**config.mk**
```make
export PLATFORM = sky130hd
export DESIGN_NAME = multi_axis_step_planner_top
export DESIGN_NICKNAME = d
export VERILOG_FILES = /design/src/sv/msp_pkg.sv /design/src/sv/msp_div.sv /design/src/sv/msp_cell.sv /design/src/sv/multi_axis_step_planner_top.sv
export SDC_FILE = /design/constraint.sdc
export NUM_CORES = 2
export LEC_CHECK = 0
export BUFFER_PORTS_ARGS = -buffer_cell sky130_fd_sc_hd__buf_2
export CORE_MARGIN = 10
export CORE_UTILIZATION = 59
export DETAILED_ROUTE_END_ITERATION = 8
export GPL_TIMING_DRIVEN = 0
export PLACE_DENSITY = 0.85
export SETUP_SLACK_MARGIN = 0.05
export SYNTH_ARGS = -nofsm -noshare
export SYNTH_HDL_FRONTEND = slang
export SYNTH_SLANG_ARGS = --single-unit
```
**constraint.sdc**
```tcl
create_clock -name clk -period 13.9 [get_ports clk]
set_input_delay 3.475 -clock clk [delete_from_list [all_inputs] [get_ports clk]]
set_output_delay 3.475 -clock clk [all_outputs]
set_load 0.01 [all_outputs]
```
**src/sv/msp_pkg.sv**
```systemverilog
// ----------------------------------------------------------------------------
// msp_pkg
// Shared types, codes and defaults of the multi-axis step planner.
// ----------------------------------------------------------------------------
package msp_pkg;

	localparam int NUM_AXES_DEF  = 4;
	localparam int STEP_BITS_DEF = 24;

	localparam logic [1:0] REQ_ADD    = 2'd0;
	localparam logic [1:0] REQ_BEGIN  = 2'd1;
	localparam logic [1:0] REQ_TICK   = 2'd2;
	localparam logic [1:0] REQ_CANCEL = 2'd3;

	localparam logic [1:0] ST_OK      = 2'd0;
	localparam logic [1:0] ST_DONE    = 2'd1;
	localparam logic [1:0] ST_BAD_ID  = 2'd2;
	localparam logic [1:0] ST_DUP_ID  = 2'd3;

	localparam logic [1:0] CFG_ACCEL   = 2'd0;
	localparam logic [1:0] CFG_START   = 2'd1;
	localparam logic [1:0] CFG_FASTEST = 2'd2;
	localparam logic [1:0] CFG_MIN_TPS = 2'd3;

	localparam logic [15:0] ACCEL_RST   = 16'd1;
	localparam logic [15:0] START_RST   = 16'd16000;
	localparam logic [15:0] FASTEST_RST = 16'd1;
	localparam logic [7:0]  MIN_TPS_RST = 8'd1;

	typedef enum logic [2:0] {
		S_IDLE,
		S_RAMP_GO,
		S_RAMP_WAIT,
		S_SCAN,
		S_DIV_GO,
		S_DIV_WAIT,
		S_FINISH
	} state_t;

	typedef struct packed {
		logic used;
		logic wr_add;
		logic wr_brake;
		logic wr_ival;
		logic tick;
	} cell_ctl_t;

endpackage

```
**src/sv/msp_div.sv**
```systemverilog
// ----------------------------------------------------------------------------
// msp_div
// Restoring divider, one quotient bit per cycle.
// ----------------------------------------------------------------------------
module msp_div #(
	parameter int W = msp_pkg::STEP_BITS_DEF + 8
) (
	input  logic         clk,
	input  logic         arst_n,
	input  logic         go,
	input  logic [W-1:0] dividend,
	input  logic [W-1:0] divisor,
	output logic [W-1:0] quotient,
	output logic         done
);
	localparam int CW = $clog2(W);

	logic [W-1:0]  rem_q, quo_q, div_q;
	logic [CW-1:0] cnt_q;
	logic          run_q, done_q;
	logic [W:0]    trial, diff;
	logic          ge;

	assign trial = {rem_q, quo_q[W-1]};
	assign ge    = trial >= {1'b0, div_q};
	assign diff  = trial - {1'b0, div_q};

	always_ff @(posedge clk or negedge arst_n) begin
		if (!arst_n) begin
			run_q  <= 1'b0;
			done_q <= 1'b0;
			cnt_q  <= '0;
		end else begin
			done_q <= 1'b0;
			if (go) begin
				run_q <= 1'b1;
				cnt_q <= '0;
			end else if (run_q) begin
				cnt_q <= cnt_q + 1'b1;
				if (cnt_q == CW'(W - 1)) begin
					run_q  <= 1'b0;
					done_q <= 1'b1;
				end
			end
		end
	end

	always_ff @(posedge clk) begin
		if (go) begin
			rem_q <= '0;
			quo_q <= dividend;
			div_q <= divisor;
		end else if (run_q) begin
			rem_q <= ge ? diff[W-1:0] : trial[W-1:0];
			quo_q <= {quo_q[W-2:0], ge};
		end
	end

	assign quotient = quo_q;
	assign done     = done_q;
endmodule

```
**src/sv/msp_cell.sv**
```systemverilog
// ----------------------------------------------------------------------------
// msp_cell
// One axis slot: holds its move, advances it on a tick and folds its step,
// direction and speed into the chain running through all slots.
// ----------------------------------------------------------------------------
module msp_cell #(
	parameter int STEP_BITS = msp_pkg::STEP_BITS_DEF,
	parameter int DIV_W     = msp_pkg::STEP_BITS_DEF + 8
) (
	input  logic                  clk,
	input  msp_pkg::cell_ctl_t    ctl,
	input  logic [3:0]            add_axis,
	input  logic [STEP_BITS-1:0]  add_target,
	input  logic [15:0]           brake_in,
	input  logic [DIV_W-1:0]      ival_in,
	input  logic [15:0]           accel,
	input  logic [15:0]           start_mult,
	input  logic [15:0]           fast_mult,
	input  logic [3:0]            dup_id,
	input  logic [15:0]           mult_in,
	input  logic [3:0]            mask_in,
	input  logic [3:0]            dir_in,
	input  logic                  act_in,
	input  logic                  dup_in,
	output logic [15:0]           mult_out,
	output logic [3:0]            mask_out,
	output logic [3:0]            dir_out,
	output logic                  act_out,
	output logic                  dup_out,
	output logic [STEP_BITS-1:0]  mag
);
	localparam int CW = (DIV_W > 32) ? DIV_W : 32;
	localparam int SW = STEP_BITS + 17;

	logic [3:0]           axis_q;
	logic [STEP_BITS-1:0] target_q, done_q, done_nx;
	logic [31:0]          tick_q, tc, tc_sub;
	logic [DIV_W-1:0]     ival_q;
	logic [15:0]          brake_q, speed_q, up, dn, spd_nx;
	logic [16:0]          fa, sa;
	logic                 active, fire, brake_hit, step;

	assign mag     = target_q[STEP_BITS-1] ? (~target_q + 1'b1) : target_q;
	assign active  = ctl.used && (done_q < mag);
	assign tc      = tick_q + 32'd1;
	assign fire    = CW'(tc) >= CW'(ival_q);
	assign tc_sub  = tc - 32'(ival_q);
	assign done_nx = done_q + 1'b1;
	assign brake_hit = (SW'(done_nx) + SW'(brake_q)) >= SW'(mag);

	assign fa = 17'(fast_mult) + 17'(accel);
	assign sa = 17'(speed_q) + 17'(accel);
	assign up = (speed_q > fast_mult) ?
		((17'(speed_q) > fa) ? (speed_q - accel) : fast_mult) : speed_q;
	assign dn = (speed_q < start_mult) ?
		((sa > 17'(start_mult)) ? start_mult : sa[15:0]) : start_mult;
	assign spd_nx = fire ? (brake_hit ? dn : up) : speed_q;
	assign step   = active && fire;

	assign mult_out = (active && (spd_nx > mult_in)) ? spd_nx : mult_in;
	assign mask_out = mask_in | (step ? (4'b0001 << axis_q) : 4'b0000);
	assign dir_out  = dir_in | ((ctl.used && (target_q != '0) && !target_q[STEP_BITS-1]) ?
		(4'b0001 << axis_q) : 4'b0000);
	assign act_out  = act_in | active;
	assign dup_out  = dup_in | (ctl.used && (axis_q == dup_id));

	always_ff @(posedge clk) begin
		if (ctl.wr_add) begin
			axis_q   <= add_axis;
			target_q <= add_target;
			done_q   <= '0;
			tick_q   <= '0;
			ival_q   <= '0;
			brake_q  <= '0;
			speed_q  <= '0;
		end else if (ctl.wr_ival) begin
			ival_q  <= ival_in;
			done_q  <= '0;
			tick_q  <= '0;
			speed_q <= start_mult;
		end else if (ctl.wr_brake) begin
			brake_q <= brake_in;
		end else if (ctl.tick && ctl.used) begin
			tick_q <= step ? tc_sub : tc;
			if (step) begin
				done_q  <= done_nx;
				speed_q <= spd_nx;
			end
		end
	end
endmodule

```
**src/sv/multi_axis_step_planner_top.sv**
```systemverilog
// ----------------------------------------------------------------------------
// multi_axis_step_planner_top
// Coordinated multi-axis step planner with trapezoidal speed ramp.
// ----------------------------------------------------------------------------
// Each transfer taken on start (while busy is low) gives exactly one result,
// shown for one cycle with done high; the receiver cannot stall it. Add move,
// tick and cancel results are registered and follow in the cycle after the
// transfer. Begin runs one shared bit-serial divider for the ramp length, steps
// through one scan state per queued axis for the braking points, then runs the
// divider once per queued axis for the step intervals and passes one closing
// state, and the result follows in the cycle after the closing state. The axis
// slots form a chain of cells updated in parallel on a tick.
module multi_axis_step_planner_top #(
	parameter int NUM_AXES  = msp_pkg::NUM_AXES_DEF,
	parameter int STEP_BITS = msp_pkg::STEP_BITS_DEF
) (
	input  logic                 clk,
	input  logic                 arst_n,
	input  logic                 start,
	output logic                 busy,
	input  logic [1:0]           req_type,
	input  logic [3:0]           motor_id,
	input  logic [STEP_BITS-1:0] steps,
	input  logic                 wr_en,
	input  logic [1:0]           wr_index,
	input  logic [15:0]          wr_data,
	output logic                 done,
	output logic [1:0]           status,
	output logic [15:0]          period_multiplier,
	output logic [3:0]           step_mask,
	output logic [3:0]           direction_mask
);
	localparam int DIV_W = STEP_BITS + 8;
	localparam int UW    = $clog2(NUM_AXES + 1);
	localparam int IW    = (NUM_AXES > 1) ? $clog2(NUM_AXES) : 1;

	msp_pkg::state_t state_q, state_nx;

	logic [15:0] accel_q, start_q, fast_q;
	logic [7:0]  min_tps_q;
	logic [UW-1:0] used_q, idx_q;
	logic        halted_q;
	logic [15:0] ramp_q;
	logic [DIV_W-1:0] max_q;

	logic        done_q;
	logic [1:0]  status_q;
	logic [15:0] mult_q;
	logic [3:0]  mask_q;

	msp_pkg::cell_ctl_t ctl [NUM_AXES];
	logic [15:0] mult_c [NUM_AXES+1];
	logic [3:0]  mask_c [NUM_AXES+1];
	logic [3:0]  dir_c  [NUM_AXES+1];
	logic        act_c  [NUM_AXES+1];
	logic        dup_c  [NUM_AXES+1];
	logic [STEP_BITS-1:0] mag_c [NUM_AXES];

	logic accept, add_ok, ramp_ok, idx_last;
	logic div_go, div_done;
	logic [DIV_W-1:0] div_a, div_b, quo, need, half;
	logic [STEP_BITS-1:0] mag_sel;
	logic [15:0] brake_w;

	assign accept   = start && !busy;
	assign busy     = state_q != msp_pkg::S_IDLE;
	assign add_ok   = accept && (req_type == msp_pkg::REQ_ADD) &&
		(8'(motor_id) < 8'(NUM_AXES)) && !dup_c[NUM_AXES] && (used_q < UW'(NUM_AXES));
	assign ramp_ok  = (accel_q != 16'd0) && (start_q > fast_q);
	assign mag_sel  = mag_c[idx_q[IW-1:0]];
	assign idx_last = (idx_q + 1'b1) == used_q;
	assign need     = DIV_W'(mag_sel) * DIV_W'(min_tps_q);
	assign half     = need >> 1;
	assign brake_w  = (DIV_W'(ramp_q) < half) ? ramp_q : half[15:0];

	assign mult_c[0] = 16'd0;
	assign mask_c[0] = 4'd0;
	assign dir_c[0]  = 4'd0;
	assign act_c[0]  = 1'b0;
	assign dup_c[0]  = 1'b0;

	for (genvar i = 0; i < NUM_AXES; i++) begin : g_cell
		always_comb begin
			ctl[i].used     = used_q > UW'(i);
			ctl[i].wr_add   = add_ok && (used_q == UW'(i));
			ctl[i].wr_brake = (state_q == msp_pkg::S_SCAN) && (idx_q == UW'(i));
			ctl[i].wr_ival  = (state_q == msp_pkg::S_DIV_WAIT) && div_done &&
				(idx_q == UW'(i));
			ctl[i].tick     = accept && (req_type == msp_pkg::REQ_TICK) && !halted_q;
		end

		msp_cell #(.STEP_BITS(STEP_BITS), .DIV_W(DIV_W)) u_cell (
			.clk        (clk),
			.ctl        (ctl[i]),
			.add_axis   (motor_id),
			.add_target (steps),
			.brake_in   (brake_w),
			.ival_in    ((mag_sel != '0) ? quo : '0),
			.accel      (accel_q),
			.start_mult (start_q),
			.fast_mult  (fast_q),
			.dup_id     (motor_id),
			.mult_in    (mult_c[i]),
			.mask_in    (mask_c[i]),
			.dir_in     (dir_c[i]),
			.act_in     (act_c[i]),
			.dup_in     (dup_c[i]),
			.mult_out   (mult_c[i+1]),
			.mask_out   (mask_c[i+1]),
			.dir_out    (dir_c[i+1]),
			.act_out    (act_c[i+1]),
			.dup_out    (dup_c[i+1]),
			.mag        (mag_c[i])
		);
	end

	assign div_a = (state_q == msp_pkg::S_RAMP_GO) ? DIV_W'(start_q - fast_q) : max_q;
	assign div_b = (state_q == msp_pkg::S_RAMP_GO) ? DIV_W'(accel_q) : DIV_W'(mag_sel);

	msp_div #(.W(DIV_W)) u_div (
		.clk      (clk),
		.arst_n   (arst_n),
		.go       (div_go),
		.dividend (div_a),
		.divisor  (div_b),
		.quotient (quo),
		.done     (div_done)
	);

	always_comb begin
		state_nx = state_q;
		div_go   = 1'b0;
		case (state_q)
			msp_pkg::S_IDLE: begin
				if (accept && (req_type == msp_pkg::REQ_BEGIN))
					state_nx = msp_pkg::S_RAMP_GO;
			end
			msp_pkg::S_RAMP_GO: begin
				div_go   = 1'b1;
				state_nx = msp_pkg::S_RAMP_WAIT;
			end
			msp_pkg::S_RAMP_WAIT: begin
				if (div_done)
					state_nx = (used_q == '0) ? msp_pkg::S_FINISH : msp_pkg::S_SCAN;
			end
			msp_pkg::S_SCAN: begin
				if (idx_last)
					state_nx = msp_pkg::S_DIV_GO;
			end
			msp_pkg::S_DIV_GO: begin
				div_go   = 1'b1;
				state_nx = msp_pkg::S_DIV_WAIT;
			end
			msp_pkg::S_DIV_WAIT: begin
				if (div_done)
					state_nx = idx_last ? msp_pkg::S_FINISH : msp_pkg::S_DIV_GO;
			end
			msp_pkg::S_FINISH: begin
				state_nx = msp_pkg::S_IDLE;
			end
			default: begin
				state_nx = msp_pkg::S_IDLE;
			end
		endcase
	end

	always_ff @(posedge clk or negedge arst_n) begin
		if (!arst_n) begin
			state_q <= msp_pkg::S_IDLE;
		end else begin
			state_q <= state_nx;
		end
	end

	always_ff @(posedge clk or negedge arst_n) begin
		if (!arst_n) begin
			accel_q   <= msp_pkg::ACCEL_RST;
			start_q   <= msp_pkg::START_RST;
			fast_q    <= msp_pkg::FASTEST_RST;
			min_tps_q <= msp_pkg::MIN_TPS_RST;
			used_q    <= '0;
			idx_q     <= '0;
			halted_q  <= 1'b0;
			done_q    <= 1'b0;
		end else begin
			if (wr_en) begin
				case (wr_index)
					msp_pkg::CFG_ACCEL:   accel_q   <= wr_data;
					msp_pkg::CFG_START:   start_q   <= wr_data;
					msp_pkg::CFG_FASTEST: fast_q    <= wr_data;
					msp_pkg::CFG_MIN_TPS: min_tps_q <= wr_data[7:0];
					default: ;
				endcase
			end
			done_q <= 1'b0;
			if (add_ok)
				used_q <= used_q + 1'b1;
			if (accept) begin
				done_q <= (req_type != msp_pkg::REQ_BEGIN);
				if (req_type == msp_pkg::REQ_CANCEL)
					halted_q <= 1'b1;
			end
			case (state_q)
				msp_pkg::S_RAMP_WAIT: idx_q <= '0;
				msp_pkg::S_SCAN:      idx_q <= idx_last ? '0 : idx_q + 1'b1;
				msp_pkg::S_DIV_WAIT: begin
					if (div_done)
						idx_q <= idx_q + 1'b1;
				end
				msp_pkg::S_FINISH:    done_q <= 1'b1;
				default: ;
			endcase
		end
	end

	// result payload and begin scratch
	always_ff @(posedge clk) begin
		if (accept) begin
			status_q <= msp_pkg::ST_OK;
			mult_q   <= 16'd0;
			mask_q   <= 4'd0;
			max_q    <= '0;
			case (req_type)
				msp_pkg::REQ_ADD: begin
					if (8'(motor_id) >= 8'(NUM_AXES))
						status_q <= msp_pkg::ST_BAD_ID;
					else if (dup_c[NUM_AXES])
						status_q <= msp_pkg::ST_DUP_ID;
				end
				msp_pkg::REQ_TICK: begin
					if (halted_q || !act_c[NUM_AXES]) begin
						status_q <= msp_pkg::ST_DONE;
					end
					if (!halted_q) begin
						mult_q <= mult_c[NUM_AXES];
						mask_q <= mask_c[NUM_AXES];
					end
				end
				default: ;
			endcase
		end
		if ((state_q == msp_pkg::S_RAMP_WAIT) && div_done)
			ramp_q <= ramp_ok ? quo[15:0] : 16'd0;
		if (state_q == msp_pkg::S_SCAN && need > max_q)
			max_q <= need;
		if (state_q == msp_pkg::S_FINISH) begin
			status_q <= msp_pkg::ST_OK;
			mult_q   <= (used_q != '0) ? start_q : 16'd0;
			mask_q   <= 4'd0;
		end
	end

	assign done              = done_q;
	assign status            = status_q;
	assign period_multiplier = mult_q;
	assign step_mask         = mask_q;
	assign direction_mask    = dir_c[NUM_AXES];
endmodule

```
==> results.toml <==
[synthesis]
synth_area_per_cell_sq_um = 8.33
synth-seq-cells = 824
synthTopCellsByCount = "ha_1, nor2_1, nand2_1"
syn_inst = 9180
synth_top_area_cell = "ha_1"
yosysWarnings = 0
async_reset_ff_share_pct = 8.98
yosysSeqAreaShare_pct = 25.1
syn_nets = 10366
syn_area_sq_um = 76500
yosys.area.top_type_share_pct = 16.1
synthDistinctLibCells = 102
synth.top_cells.by_area = "ha_1, dfxtp_1, edfxtp_1"
synth_edf_count = 232
synth_most_common_cell = "ha_1"
synth_flop_cell = "dfxtp_1"

[hold_path]
hold_end = "step_mask[2]"
hp-class = "flip-flop to flip-flop"
holdCritStartpoint = "step_mask[2]"
min_path_cells = 2

[floorplan]
ios = 80
die_w_um = 380
rows = 132
die_h_um = 380
dieArea_sq_um = 144000
coreArea_sq_um = 129000
start_util_pct = 59.2

[worst_setup_path]
timing.rr.end = "period_multiplier[1]"
r2r_cells = 70
regToRegSetupSlack_ps = 530
path_class = "flip-flop to flip-flop"
cp_max_fo = 10
startpoint_type = "flip-flop"
cp.required_ps = 14420
cp_data_arrival_time_ps = 13900
critPathSlowestCell = "or4_1"
slowest_delay_ps = 500
r2r_start = "g_cell[0].u_cell.done_q[0]"
worstSetupEndpointType = "flip-flop"

[placed_design]
gp_congestion = 1.10
portBuffers = 79
place.detailed.hpwl_um = 234000

[timing]
rsz0062_at_grt = "no"
whs_ps = 464
setup_viol = 0
slew-limit-headroom_pct = -16.2
hold_viol = 0
slew_viol_final = 42
timing.fmax_mhz = 74.8
min_period_ps = 13370
worst_pin_slew_ps = 1690
fin_skew_ps = 56.0
post-route-period-util_pct = 96.2

[global_route]
antenna_found_initial = 23
grtUsageTotal_pct = 39.6
overflow = 0
grt_first_pass_wirelength_um = 439000
grt_start_max_net_pins = 48
grt_pass1_vias = 70374

[clock_network]
clkLatencyLatePin_ps = 770
clock-root-buffer = "clkbuf_16"
clkSlewWorstSetupHoldPaths_ps = 60
cts_sinks = 824
cts_tree = "done"
cts_buffers = 94
h-tree-depth = 3
clk_path_buf_depth = 3

[run]
drv_cap = 6

[route]
vias = 74645
wl_per_cell_um = 26.9
firstDrtPassIters = 9
routed_wl_um = 302000
remaining_drc_errors = 1
dr.first_iter.drc_count = 9202
ant_nets = 0
via_per_inst = 6.64

[run_status]
violations = "DRC, capacitance limit, slew limit"
status = "finished, violations left"

[cells_and_area]
drive_gt1_share_pct = 6.46
final_nets = 10602
area_delta_synth_final_pct = 9.22
n_fill_cell = 10917
[final cells by class]
class                   instances  area, sq um  share of cell area [%]
clock buffers                 123         2570                    3.08
diodes                         13         32.5                  0.0389
clock inverters                51          712                   0.852
inverters                     630         2380                    2.85
flip-flops and latches        824        19200                    23.0
plain buffers                 369         1530                    1.83
repair buffers                140         1040                    1.25
multi-input cells            7357        53900                    64.5
well taps                    1742         2180                    2.61
[cell families after synthesis]
family | count (synthesis) | share of synthesized area, %
DFF | 824 | 25.1
and+or+nand+nor | 2836 | 17.8
xor gates and xnor gates | 732 | 8.38
buffers and inverters | 999 | 5.00
AOI/OAI and AO/OA | 2453 | 20.8
muxes | 201 | 2.87
adders and majority gates | 1135 | 20.0
[through the flow]
step / std cells / util (%) / TNS, ps / instance area, sq um / setup slack, ps
after floorplan: 9180 / - / 0 / 76500 / 959
after global placement: 11001 / 61.2 / -44210 / 79100 / -2930
after detailed placement: 11027 / 61.6 / -36450 / 79600 / -2460
after CTS: 11205 / 64.3 / 0 / 83000 / 59.0
after global routing: 11236 / 64.7 / 0 / 83500 / 34.2
final: 11249 / 64.7 / 0 / 83600 / 525
[cell usage in the layout (no fill, tap or decap), drive strengths merged, types with 50 or more instances in the layout]
cell	Yosys	final
nor2b	147	147
nand2b	118	118
dfxtp	518	518
o21a	93	93
and2	107	107
nor2	805	805
and3	69	69
or3	68	68
nor3	156	156
a21oi	713	713
ha	983	983
dfrtp	65	65
clkbuf	331	452
a22oi	67	67
o21ai	513	513
a31oi	56	56
or2	50	50
a22o	145	145
a21o	216	216
inv	628	631
nand4	162	162
nor4	52	52
buf	38	180
mux2i	115	115
o22ai	52	52
nand3	221	221
o21bai	56	56
nand2	770	770
fa	151	151
xor2	322	322
xnor2	410	410
mux2	79	79
o31ai	54	54
a211oi	117	117
o211ai	70	70
edfxtp	232	232
[sequential cells by signal, summed over array words and instances (netlist names), 2 cells and up]
| name | count |
|---|---|
| max_q | 32 |
| u_div.div_q | 24 |
| used_q | 3 |
| g_cell.u_cell.speed_q | 64 |
| u_div.cnt_q | 5 |
| state_q | 3 |
| u_div.quotient | 32 |
| ramp_q | 16 |
| status | 2 |
| g_cell.u_cell.axis_q | 16 |
| start_q | 16 |
| g_cell.u_cell.brake_q | 64 |
| fast_q | 16 |
| u_div.rem_q | 32 |
| period_multiplier | 16 |
| g_cell.u_cell.done_q | 96 |
| g_cell.u_cell.ival_q | 128 |
| idx_q | 3 |
| accel_q | 16 |
| step_mask | 4 |
| min_tps_q | 8 |
| g_cell.u_cell.tick_q | 128 |
| g_cell.u_cell.target_q | 96 |
[worst max-delay path by stage]
| stage | from | endpoint | slack (ps) | cells past startpoint |
|---|---|---|---|---|
| after floorplan | g_cell[0].u_cell.done_q[0] | period_multiplier[0] | 960 | 69 |
| after global placement | accel_q[1] | period_multiplier[0] | -2930 | 64 |
| after detailed placement | accel_q[1] | period_multiplier[0] | -2460 | 63 |
| after CTS | g_cell[0].u_cell.done_q[1] | period_multiplier[1] | 60 | 70 |
| after global routing | g_cell[0].u_cell.done_q[0] | period_multiplier[1] | 30 | 70 |
| final | g_cell[0].u_cell.done_q[0] | period_multiplier[1] | 530 | 70 |
[repair_timing]
item | in CTS | in global routing
hold endpoints to repair | 0 | 0
resized for setup | 45 | 59
gates cloned | 0 | 1
setup buffers | 4 | 26
hold buffers | 0 | 0
setup endpoints to repair | 16 | 16
pin swaps | 4 | 9
[worst max-delay path, delay by kind of cell (launching register included)]
kind                     cells  cell delay, ps
XOR/XNOR                     2             320
adder cells (fa/ha/maj)      6            1580
flip-flops                   1             400
AND/OR/NAND/NOR             22            3540
AO/OA/AOI/OAI               33            5910
multiplexers                 1             280
buffers and inverters        6            1120
[routing by layer]
metal / GRT usage (%) / routed length [um] / vias up
met5: 0 / 200 / -
met4: 29.2 / 26400 / 24
met3: 11.0 / 36100 / 1174
met2: 59.4 / 127000 / 4455
met1: 48.5 / 113000 / 35553
li1: - / - / 33439
Power is not shown: default switching activity piles up to over one toggle a cycle in this logic, so the estimate is an artifact.
